## config.mk

```make
export PLATFORM = sky130hd
export DESIGN_NAME = assembler_token_scanner_top
export DESIGN_NICKNAME = d
export VERILOG_FILES = /design/src/rtl/ats_pkg.sv /design/src/rtl/assembler_token_scanner_top.sv /design/src/rtl/ats_lexer_step.sv /design/src/rtl/ats_result_queue.sv
export SDC_FILE = /design/constraint.sdc
export NUM_CORES = 1
export LEC_CHECK = 0
export ABC_CLOCK_PERIOD_IN_PS = 3400
export BUFFER_PORTS_ARGS = -buffer_cell sky130_fd_sc_hd__buf_2
export CAP_MARGIN = 5
export CORE_MARGIN = 1.5
export CORE_UTILIZATION = 50
export CTS_CLUSTER_SIZE = 25
export DETAILED_ROUTE_END_ITERATION = 8
export PLACE_DENSITY = 0.66
export SETUP_SLACK_MARGIN = 0.3
export SKIP_CTS_REPAIR_TIMING = 1
export SYNTH_ARGS = -nofsm -noshare
export SYNTH_HDL_FRONTEND = slang
export SYNTH_HIERARCHICAL = 1
export SYNTH_SLANG_ARGS = --single-unit
```

## constraint.sdc

```tcl
create_clock -name clk -period 3.4 [get_ports clk]
set_input_delay 0.17 -clock clk [delete_from_list [all_inputs] [get_ports clk]]
set_output_delay 0.17 -clock clk [all_outputs]
set_load 0.1 [all_outputs]
```

## src/rtl/ats_pkg.sv

```systemverilog
package ats_pkg;

	typedef struct packed {
		logic [7:0] ch;
		logic       end_of_input;
	} in_item_t;

	typedef struct packed {
		logic [7:0] out_char;
		logic       char_valid;
		logic [1:0] token_kind;
		logic       token_last;
		logic [1:0] error_code;
	} out_item_t;

	typedef enum logic [3:0] {
		MODE_IDLE = 4'b0001,
		MODE_WORD = 4'b0010,
		MODE_STR  = 4'b0100,
		MODE_ESC  = 4'b1000
	} scan_mode_t;

	typedef struct packed {
		scan_mode_t nxt_mode;
		logic [1:0] res_cnt;
		out_item_t  res0;
		out_item_t  res1;
	} step_t;

	localparam logic [1:0] KIND_WORD   = 2'd0;
	localparam logic [1:0] KIND_STRING = 2'd1;
	localparam logic [1:0] KIND_COMMA  = 2'd2;

	localparam logic [1:0] ERR_NONE     = 2'd0;
	localparam logic [1:0] ERR_ILLEGAL  = 2'd1;
	localparam logic [1:0] ERR_BAD_ESC  = 2'd2;
	localparam logic [1:0] ERR_EOF_STR  = 2'd3;

	localparam logic [7:0] CH_QUOTE     = 8'd34;
	localparam logic [7:0] CH_COMMA     = 8'd44;
	localparam logic [7:0] CH_BACKSLASH = 8'd92;

	localparam int QUEUE_DEPTH = 3;

	function automatic logic is_sep(input logic [7:0] c);
		return (c <= 8'd32) || (c >= 8'd127);
	endfunction

	function automatic logic is_word_char(input logic [7:0] c);
		return (c >= 8'd48 && c <= 8'd57) || (c == 8'd59) ||
			(c >= 8'd65 && c <= 8'd90) || (c >= 8'd97 && c <= 8'd122) ||
			(c == 8'd95);
	endfunction

	// bit 8 set when the escape is not known
	function automatic logic [8:0] decode_esc(input logic [7:0] c);
		logic [8:0] d;
		d = 9'h100;
		unique case (c)
			8'h61: d = 9'h007;
			8'h62: d = 9'h008;
			8'h65: d = 9'h01B;
			8'h66: d = 9'h00C;
			8'h6E: d = 9'h00A;
			8'h72: d = 9'h00D;
			8'h74: d = 9'h009;
			8'h76: d = 9'h00B;
			8'h5C: d = 9'h05C;
			8'h27: d = 9'h027;
			8'h22: d = 9'h022;
			8'h3F: d = 9'h03F;
			default: d = 9'h100;
		endcase
		return d;
	endfunction

	function automatic out_item_t mk_res(input logic [7:0] c, input logic v,
		input logic [1:0] k, input logic l, input logic [1:0] e);
		out_item_t r;
		r.out_char   = c;
		r.char_valid = v;
		r.token_kind = k;
		r.token_last = l;
		r.error_code = e;
		return r;
	endfunction

endpackage

```

## src/rtl/assembler_token_scanner_top.sv

```systemverilog
// assembler token scanner
// byte channel: byte_valid/byte_ready carry one source byte per request, or an
//   end-of-input mark in byte_item.end_of_input
// result channel: res_valid/res_ready carry one token result per request:
//   token characters, word ends, comma tokens and error results
// a request is taken every cycle while fewer than two results wait in the
//   three-entry result queue; results are registered there before they appear
// a comma right after a word yields two results and the second drains after
//   the first, so throughput is one byte per cycle only while fewer than two
//   results wait, limited by the one-result-per-cycle output port
// a backslash in a string and separators outside tokens yield no result
// when the receiver stalls, queued results hold and byte_ready drops once
//   two results wait
// reset empties the result queue and puts the scanner back to skipping
//   separators
module assembler_token_scanner_top
	import ats_pkg::*;
(
	input  logic      clk,
	input  logic      arst_n,
	input  logic      byte_valid,
	output logic      byte_ready,
	input  in_item_t  byte_item,
	output logic      res_valid,
	input  logic      res_ready,
	output out_item_t res_item
);

	scan_mode_t mode_q;
	step_t      step;
	logic       accept;
	logic [1:0] push_cnt;

	ats_lexer_step u_step (
		.mode (mode_q),
		.item (byte_item),
		.step (step)
	);

	assign accept   = byte_valid && byte_ready;
	assign push_cnt = accept ? step.res_cnt : 2'd0;

	ats_result_queue u_queue (
		.clk       (clk),
		.arst_n    (arst_n),
		.push_cnt  (push_cnt),
		.push0     (step.res0),
		.push1     (step.res1),
		.space     (byte_ready),
		.res_valid (res_valid),
		.res_ready (res_ready),
		.res_item  (res_item)
	);

	always_ff @(posedge clk or negedge arst_n) begin
		if (!arst_n) begin
			mode_q <= MODE_IDLE;
		end else if (accept) begin
			mode_q <= step.nxt_mode;
		end
	end

	a_mode_onehot: assert property (@(posedge clk) disable iff (!arst_n)
		$onehot(mode_q))
		else $error("scan mode lost its one-hot code");

	a_esc_silent: assert property (@(posedge clk) disable iff (!arst_n)
		(accept && mode_q == MODE_STR && !byte_item.end_of_input &&
		byte_item.ch == CH_BACKSLASH) |=> (mode_q == MODE_ESC))
		else $error("backslash did not enter escape mode");

	a_two_only_from_word: assert property (@(posedge clk) disable iff (!arst_n)
		(push_cnt == 2'd2) |=> (mode_q == MODE_IDLE && $past(mode_q) == MODE_WORD))
		else $error("double result outside a word end on comma");

endmodule

```

## src/rtl/ats_lexer_step.sv

```systemverilog
module ats_lexer_step
	import ats_pkg::*;
(
	input  scan_mode_t mode,
	input  in_item_t   item,
	output step_t      step
);

	logic [7:0] c;
	logic       eof;
	logic [8:0] esc;
	out_item_t  word_end;
	out_item_t  comma_tok;

	assign c         = item.ch;
	assign eof       = item.end_of_input;
	assign esc       = decode_esc(c);
	assign word_end  = mk_res(8'd0, 1'b0, KIND_WORD, 1'b1, ERR_NONE);
	assign comma_tok = mk_res(CH_COMMA, 1'b1, KIND_COMMA, 1'b1, ERR_NONE);

	always_comb begin
		step.nxt_mode = mode;
		step.res_cnt  = 2'd0;
		step.res0     = word_end;
		step.res1     = comma_tok;
		unique case (mode)
			MODE_IDLE: begin
				priority if (eof || is_sep(c)) begin
					step.res_cnt = 2'd0;
				end else if (c == CH_QUOTE) begin
					step.nxt_mode = MODE_STR;
					step.res_cnt  = 2'd1;
					step.res0     = mk_res(CH_QUOTE, 1'b1, KIND_STRING, 1'b0, ERR_NONE);
				end else if (c == CH_COMMA) begin
					step.res_cnt = 2'd1;
					step.res0    = comma_tok;
				end else if (is_word_char(c)) begin
					step.nxt_mode = MODE_WORD;
					step.res_cnt  = 2'd1;
					step.res0     = mk_res(c, 1'b1, KIND_WORD, 1'b0, ERR_NONE);
				end else begin
					step.res_cnt = 2'd1;
					step.res0    = mk_res(8'd0, 1'b0, KIND_WORD, 1'b1, ERR_ILLEGAL);
				end
			end
			MODE_WORD: begin
				priority if (eof || is_sep(c)) begin
					step.nxt_mode = MODE_IDLE;
					step.res_cnt  = 2'd1;
				end else if (c == CH_COMMA) begin
					step.nxt_mode = MODE_IDLE;
					step.res_cnt  = 2'd2;
				end else if (is_word_char(c)) begin
					step.res_cnt = 2'd1;
					step.res0    = mk_res(c, 1'b1, KIND_WORD, 1'b0, ERR_NONE);
				end else begin
					step.nxt_mode = MODE_IDLE;
					step.res_cnt  = 2'd1;
					step.res0     = mk_res(8'd0, 1'b0, KIND_WORD, 1'b1, ERR_ILLEGAL);
				end
			end
			MODE_STR: begin
				priority if (eof) begin
					step.nxt_mode = MODE_IDLE;
					step.res_cnt  = 2'd1;
					step.res0     = mk_res(8'd0, 1'b0, KIND_STRING, 1'b1, ERR_EOF_STR);
				end else if (c == CH_QUOTE) begin
					step.nxt_mode = MODE_IDLE;
					step.res_cnt  = 2'd1;
					step.res0     = mk_res(CH_QUOTE, 1'b1, KIND_STRING, 1'b1, ERR_NONE);
				end else if (c == CH_BACKSLASH) begin
					step.nxt_mode = MODE_ESC;
					step.res_cnt  = 2'd0;
				end else begin
					step.res_cnt = 2'd1;
					step.res0    = mk_res(c, 1'b1, KIND_STRING, 1'b0, ERR_NONE);
				end
			end
			MODE_ESC: begin
				priority if (eof) begin
					step.nxt_mode = MODE_IDLE;
					step.res_cnt  = 2'd1;
					step.res0     = mk_res(8'd0, 1'b0, KIND_STRING, 1'b1, ERR_EOF_STR);
				end else if (esc[8]) begin
					step.nxt_mode = MODE_IDLE;
					step.res_cnt  = 2'd1;
					step.res0     = mk_res(8'd0, 1'b0, KIND_STRING, 1'b1, ERR_BAD_ESC);
				end else begin
					step.nxt_mode = MODE_STR;
					step.res_cnt  = 2'd1;
					step.res0     = mk_res(esc[7:0], 1'b1, KIND_STRING, 1'b0, ERR_NONE);
				end
			end
			default: begin
				step.nxt_mode = MODE_IDLE;
				step.res_cnt  = 2'd0;
			end
		endcase
	end

endmodule

```

## src/rtl/ats_result_queue.sv

```systemverilog
module ats_result_queue
	import ats_pkg::*;
(
	input  logic      clk,
	input  logic      arst_n,
	input  logic [1:0] push_cnt,
	input  out_item_t push0,
	input  out_item_t push1,
	output logic      space,
	output logic      res_valid,
	input  logic      res_ready,
	output out_item_t res_item
);

	out_item_t  ent_q [QUEUE_DEPTH];
	out_item_t  ent_d [QUEUE_DEPTH];
	logic [1:0] count_q;
	logic [1:0] count_d;
	logic [1:0] base;
	logic [1:0] base_nxt;
	logic       pop;

	assign res_valid = (count_q != 2'd0);
	assign res_item  = ent_q[0];
	assign pop       = res_valid && res_ready;
	assign space     = (count_q < 2'd2);
	assign base      = count_q - {1'b0, pop};
	assign base_nxt  = base + 2'd1;
	assign count_d   = base + push_cnt;

	always_comb begin
		ent_d = ent_q;
		if (pop) begin
			ent_d[0] = ent_q[1];
			ent_d[1] = ent_q[2];
		end
		if (push_cnt != 2'd0 && base < 2'(QUEUE_DEPTH)) begin
			ent_d[base] = push0;
		end
		if (push_cnt == 2'd2 && base_nxt < 2'(QUEUE_DEPTH)) begin
			ent_d[base_nxt] = push1;
		end
	end

	always_ff @(posedge clk) begin
		ent_q <= ent_d;
	end

	always_ff @(posedge clk or negedge arst_n) begin
		if (!arst_n) begin
			count_q <= 2'd0;
		end else begin
			count_q <= count_d;
		end
	end

	a_push_has_room: assert property (@(posedge clk) disable iff (!arst_n)
		(push_cnt != 2'd0) |-> (count_q < 2'd2))
		else $error("push into a queue without room");

	a_count_tracks: assert property (@(posedge clk) disable iff (!arst_n)
		1'b1 |=> (count_q == $past(count_q) - {1'b0, $past(pop)} + $past(push_cnt)))
		else $error("queue count out of step with push and pop");

	a_held_head: assert property (@(posedge clk) disable iff (!arst_n)
		(res_valid && !res_ready) |=> (res_valid && $stable(res_item)))
		else $error("stalled head entry changed");

endmodule
```

# Word-level counts from Yosys, hierarchy flattened
# Index checks and enable logic that the tools add are counted.
[word_totals]
input_bits = 13
regBits = 48
wordCells = 115
[classes]
n_eq_ne = 25
bitwise_logic = 5
reduce_logical = 18
add_sub_neg = 3
n_mux = 32
n_lt_le_gt_ge = 15
[op_table]
columns = ["cell", "count"]
rows = [
  ["$pmux W9 S12", 1],
  ["$mux W14", 7],
  ["$mux W42", 2],
  ["$eq A8 B7 Y1 const B", 10],
  ["$mux W20", 3],
  ["$demux W14 S2", 2],
  ["$pmux W14 S4", 1],
  ["$bwmux W42", 1],
  ["$eq A8 B6 Y1 const B", 5],
  ["$mux W19", 2],
  ["$mux W28", 1],
  ["$and A24 B24 Y24", 1],
  ["$ge A8 B7 Y1 const B", 3],
  ["$not A24 Y24", 1],
  ["$pmux W6 S4", 1],
  ["$mux W4", 5],
  ["$or A18 B18 Y18", 1],
  ["$le A8 B6 Y1 const B", 2],
  ["$le A8 B7 Y1 const B", 2],
  ["$mux W16", 1],
  ["$mux W6", 2],
  ["$logic_and A1 B1 Y1", 9],
  ["$ge A8 B6 Y1 const B", 1],
  ["$ge A3 B3 Y1 const B", 2],
  ["21 further kinds", 32],
]

# Longest topological paths before layout
[logic_depth]
depth_word = 17
mapped_depth = 13

# Modules after synthesis
# Netlist, hierarchy kept.
[modules_own_cells]
columns = ["mod", "area_per_inst_um2", "n_inst", "cells_each", "seq_area_each_um2"]
rows = [
  ["ats_result_queue", 2313.5, 1, 273, 890.9],
  ["ats_lexer_step", 1092.3, 1, 165, 0.0],
  ["assembler_token_scanner_top", 182.7, 1, 11, 101.3],
]

# Least setup slack after synthesis
# No wires, ideal clock.
[synth_path]
kind = "flip-flop to flip-flop"
from = "register mode_q[1]"
to = "register u_queue/ent_q[3] in the netlist's numbering"
setup_time_ns = 0.122
period_less_slack_ns = 2.852
required_ns = 3.278
setup_slack_ns = 0.548
arrival_ns = 2.731
path_buffers = 3
path_stages_with_launch = 12
path_cell_list = "dfrtp_1 clkbuf_1 or4b_1 and4b_1 buf_6 a211o_1 and3_2 nor2_1 nor4b_4 buf_8 mux2i_1 o21ai_2"
[synth_rtl]
columns = ["element", "line_no", "rtl"]
rows = [
  ["from (decl)", "assembler_token_scanner_top.sv:29", "scan_mode_t mode_q;"],
  ["from (signal assigned)", "assembler_token_scanner_top.sv:59", "mode_q <= step.nxt_mode;"],
  ["to (signal assigned)", "ats_result_queue.sv:46", "ent_q <= ent_d;"],
  ["to (decl)", "ats_result_queue.sv:15", "out_item_t ent_q [QUEUE_DEPTH];"],
]

==> reports/qor.yml <==
status: "complete, no violations"
fmax_ghz: 0.3435
core_sq_mm: 0.006869
clock_sinks: 48
arrival_ps: 3100
grt_max_degree: 29
die_h_microns: 87.72
synth_edf_count: 0
placedCellCount: 534
setup_viol: 0
postLayoutCellArea_sq_mm: 0.003685
preCtsSetupSlack_ps: 408.0
p_comb_frac: 0.437
die-area_sq_mm: 0.007694
cts_max_path_buffers: 2
critPathLaunch: "mode_q[0]"
p_per_area_mw_per_mm2: 571.5
netlist_instances: 449
grt_pass1_wl_mm: 14.23
grt_overflow: 0
wirelength_mm: 8.392
port-buffer-count: 28
slowest_delay_ps: 600
wl_met1_mm: 4.004
cts_buffers: 5
synth_top_area_frac: 0.2343
ys_seq_area_frac: 0.2765
yosysUniqueCellTypes: 74
clkTransAtPathRegs_ps: 90
yosysTopAreaCell: "dfxtp_1"
fin_crit_sh: 0.8563
synthesis.area_sq_mm: 0.003588
via_per_inst: 5.845
drive_gt1_frac: 0.1723
hold_path_class: "input pin to async pin"
met2_length_mm: 3.915
layout_setup_ws_ps: 488.7
met3_length_microns: 378
highest_layer: "met4"
power_leakage_uw: 0.001520
grt_pass1_vias: 2928
crit_slowest_cell: "dfstp_2"
antennaDiodeCount: 0
switchingPower_uw: 974.7
fillCellCount: 676
relSlewSlack: 0.4890
cts_root_buf: "clkbuf_8"
drc_errors: 0
layout.cells.non_filler: 543
wl_per_cell_microns: 15.45
avgSynthCellArea_sq_um: 7.992
hold_ws_ps: 208.2
rows: 30
hpwlAfterDp_mm: 5.796
max_cap_viol_count: 0
rsz0062_at_grt: "false"
track_usage: 0.2332
ant_nets: 0
vias: 3174
fin_tns_setup_ps: 0
area_delta_synth_final_pct: 2.685
synthArstFlopShare: 0.1250
seq_power_share: 0.367
start_kind: "flip-flop"
fin_crit_ps: 2911
end_kind: "flip-flop"
synth_warnings: 6
pwr-share-clk: 0.195
vdd_ir_drop_max_mv: 0.1727
swShare: 0.4628
placed_area_sq_mm: 0.003563
start_util: 0.5224
drtIter0Drc: 226
cp_cell_sequence: "or4b_1, and4b_2, a211o_1, and3_2, nor2_1, nor4b_4, buf_4, mux2i_1, o21ai_2"
hold_violations: 0
required_ps: 3590
p_int_uw: 1131
die_width_microns: 87.72
maxSlewViolCount: 0
worst_slew_pin_slew_ps: 766.6
nNetsFinal: 459
antenna_found_initial: 0
io_pins: 29
ys.flop_type: "dfxtp_1"
insertion_delay_ps: 300
r2r_start: "mode_q[0]"
cts_tree: "done"
ys_ff_latch: 48
fin_skew_ps: 4.298
htreeDepth: 2
drt_pass1_iterations: 4
gp_congestion: 0.9112
crit_type: "flip-flop to flip-flop"
synthTopCellsByArea: "dfxtp_1 23%, mux2i_1 7.8%, nand2_1 7.0%"
critPathMaxFanout: 14
[critical path, delay by kind of cell (launching register included)]
family / cells / cell delay (ps)
AOI/OAI and AO/OA: 2 / 180
buffers and inverters: 1 / 310
DFF: 1 / 600
muxes: 1 / 290
and+or+nand+nor: 5 / 1430
[cells in the final DEF (no fill, tap or decap), types with 3 or more instances in the layout]
cell,count
nor2b_1,5
mux2_4,4
o21ai_0,34
a21oi_1,22
clkbuf_8,5
nor4_1,3
nor2_1,10
o21ai_1,10
xor2_1,3
xnor2_1,3
and3_1,17
or3_1,3
nand3b_1,4
mux2i_1,28
conb_1,14
buf_2,28
inv_1,5
and3_2,3
buf_4,8
nand4_1,5
nor3_1,5
o21ai_2,8
o211ai_1,9
nand3_1,8
o22ai_1,14
dfxtp_1,42
and2_1,5
or4b_1,3
nand2b_1,10
nand2_1,67
dfrtp_1,5
[cell type report]
class                           instances  area [sq um]  share of cell area
Clock buffer                            5         68.82             0.01868
Clock inverter                          3         41.29             0.01121
Timing Repair Buffer                   37         210.2             0.05705
Multi-Input combinational cell        347          2221              0.6027
Tap cell                               96         120.1             0.03260
Inverter                                7         31.28            0.008489
Sequential cell                        48         992.2              0.2693
[logic make-up after synthesis]
logic type	Yosys count	share of synthesized area
AO/OA/AOI/OAI	124	0.2228
buffers and inverters	66	0.1175
XOR/XNOR	6	0.01465
other	2	0.002093
flip-flops	48	0.2765
multiplexers	32	0.09484
AND/OR/NAND/NOR	171	0.2716
[routing by layer]
| metal | track usage | vias to the layer above |
|---|---|---|
| li1 | - | 1591 |
| met1 | 0.3140 | 1484 |
| met2 | 0.3789 | 90 |
| met3 | 0.04241 | 9 |
| met4 | 0.07071 | 0 |
| met5 | 0 | - |
[per-stage QoR]
step                total power (uW)    util
floorplan                       1687       -
global placement                1697  0.5188
detailed placement              1706  0.5188
CTS                             2117  0.5348
global route                    2225  0.5364
finish                          2106  0.5364
[synthesized netlist by cell type, drive strengths merged, types with 3 or more instances]
cell / count
nor3: 5
nand2: 69
dfrtp: 5
a221o: 3
clkbuf: 12
o22ai: 14
or3: 3
nand3: 8
buf: 47
nor2b: 6
nor4: 4
or4b: 4
o211ai: 9
and3: 20
nand3b: 4
nor4b: 4
xnor2: 3
nand2b: 10
mux2: 4
nor2: 10
mux2i: 28
and2: 5
a21oi: 22
dfxtp: 42
nand4: 5
o21ai: 52
xor2: 3
inv: 7
[power by group through the flow]
stage	Combinational, uW	Clock (uW)	Sequential [uW]
6_report	921	412	773
2_1_floorplan	921	0	767
4_1_cts	921	421	775
3_3_place_gp	914	0	784
3_5_place_dp	918	0	788
5_1_grt	981	453	791
[registers in the layout, indices dropped and copies added, names as in the netlist]
name / count
u_queue/res_item: 14
u_queue/ent_q: 28
mode_q: 4
u_queue/count_q: 2
[path summary, 6_finish.rpt]
path                                 endpoint  slack, ps  cells past startpoint
setup / recovery             u_queue/ent_q[3]        490                      9
hold / removal             u_queue/count_q[0]        210                      2
setup reg to reg             u_queue/ent_q[3]        490                      9
hold reg to reg             u_queue/ent_q[14]        540                      2
max in group asynchronous           mode_q[0]       2980                      2
min in group clk           u_queue/count_q[1]        290                      3
Note: power is estimated with default switching activity, not from simulation.
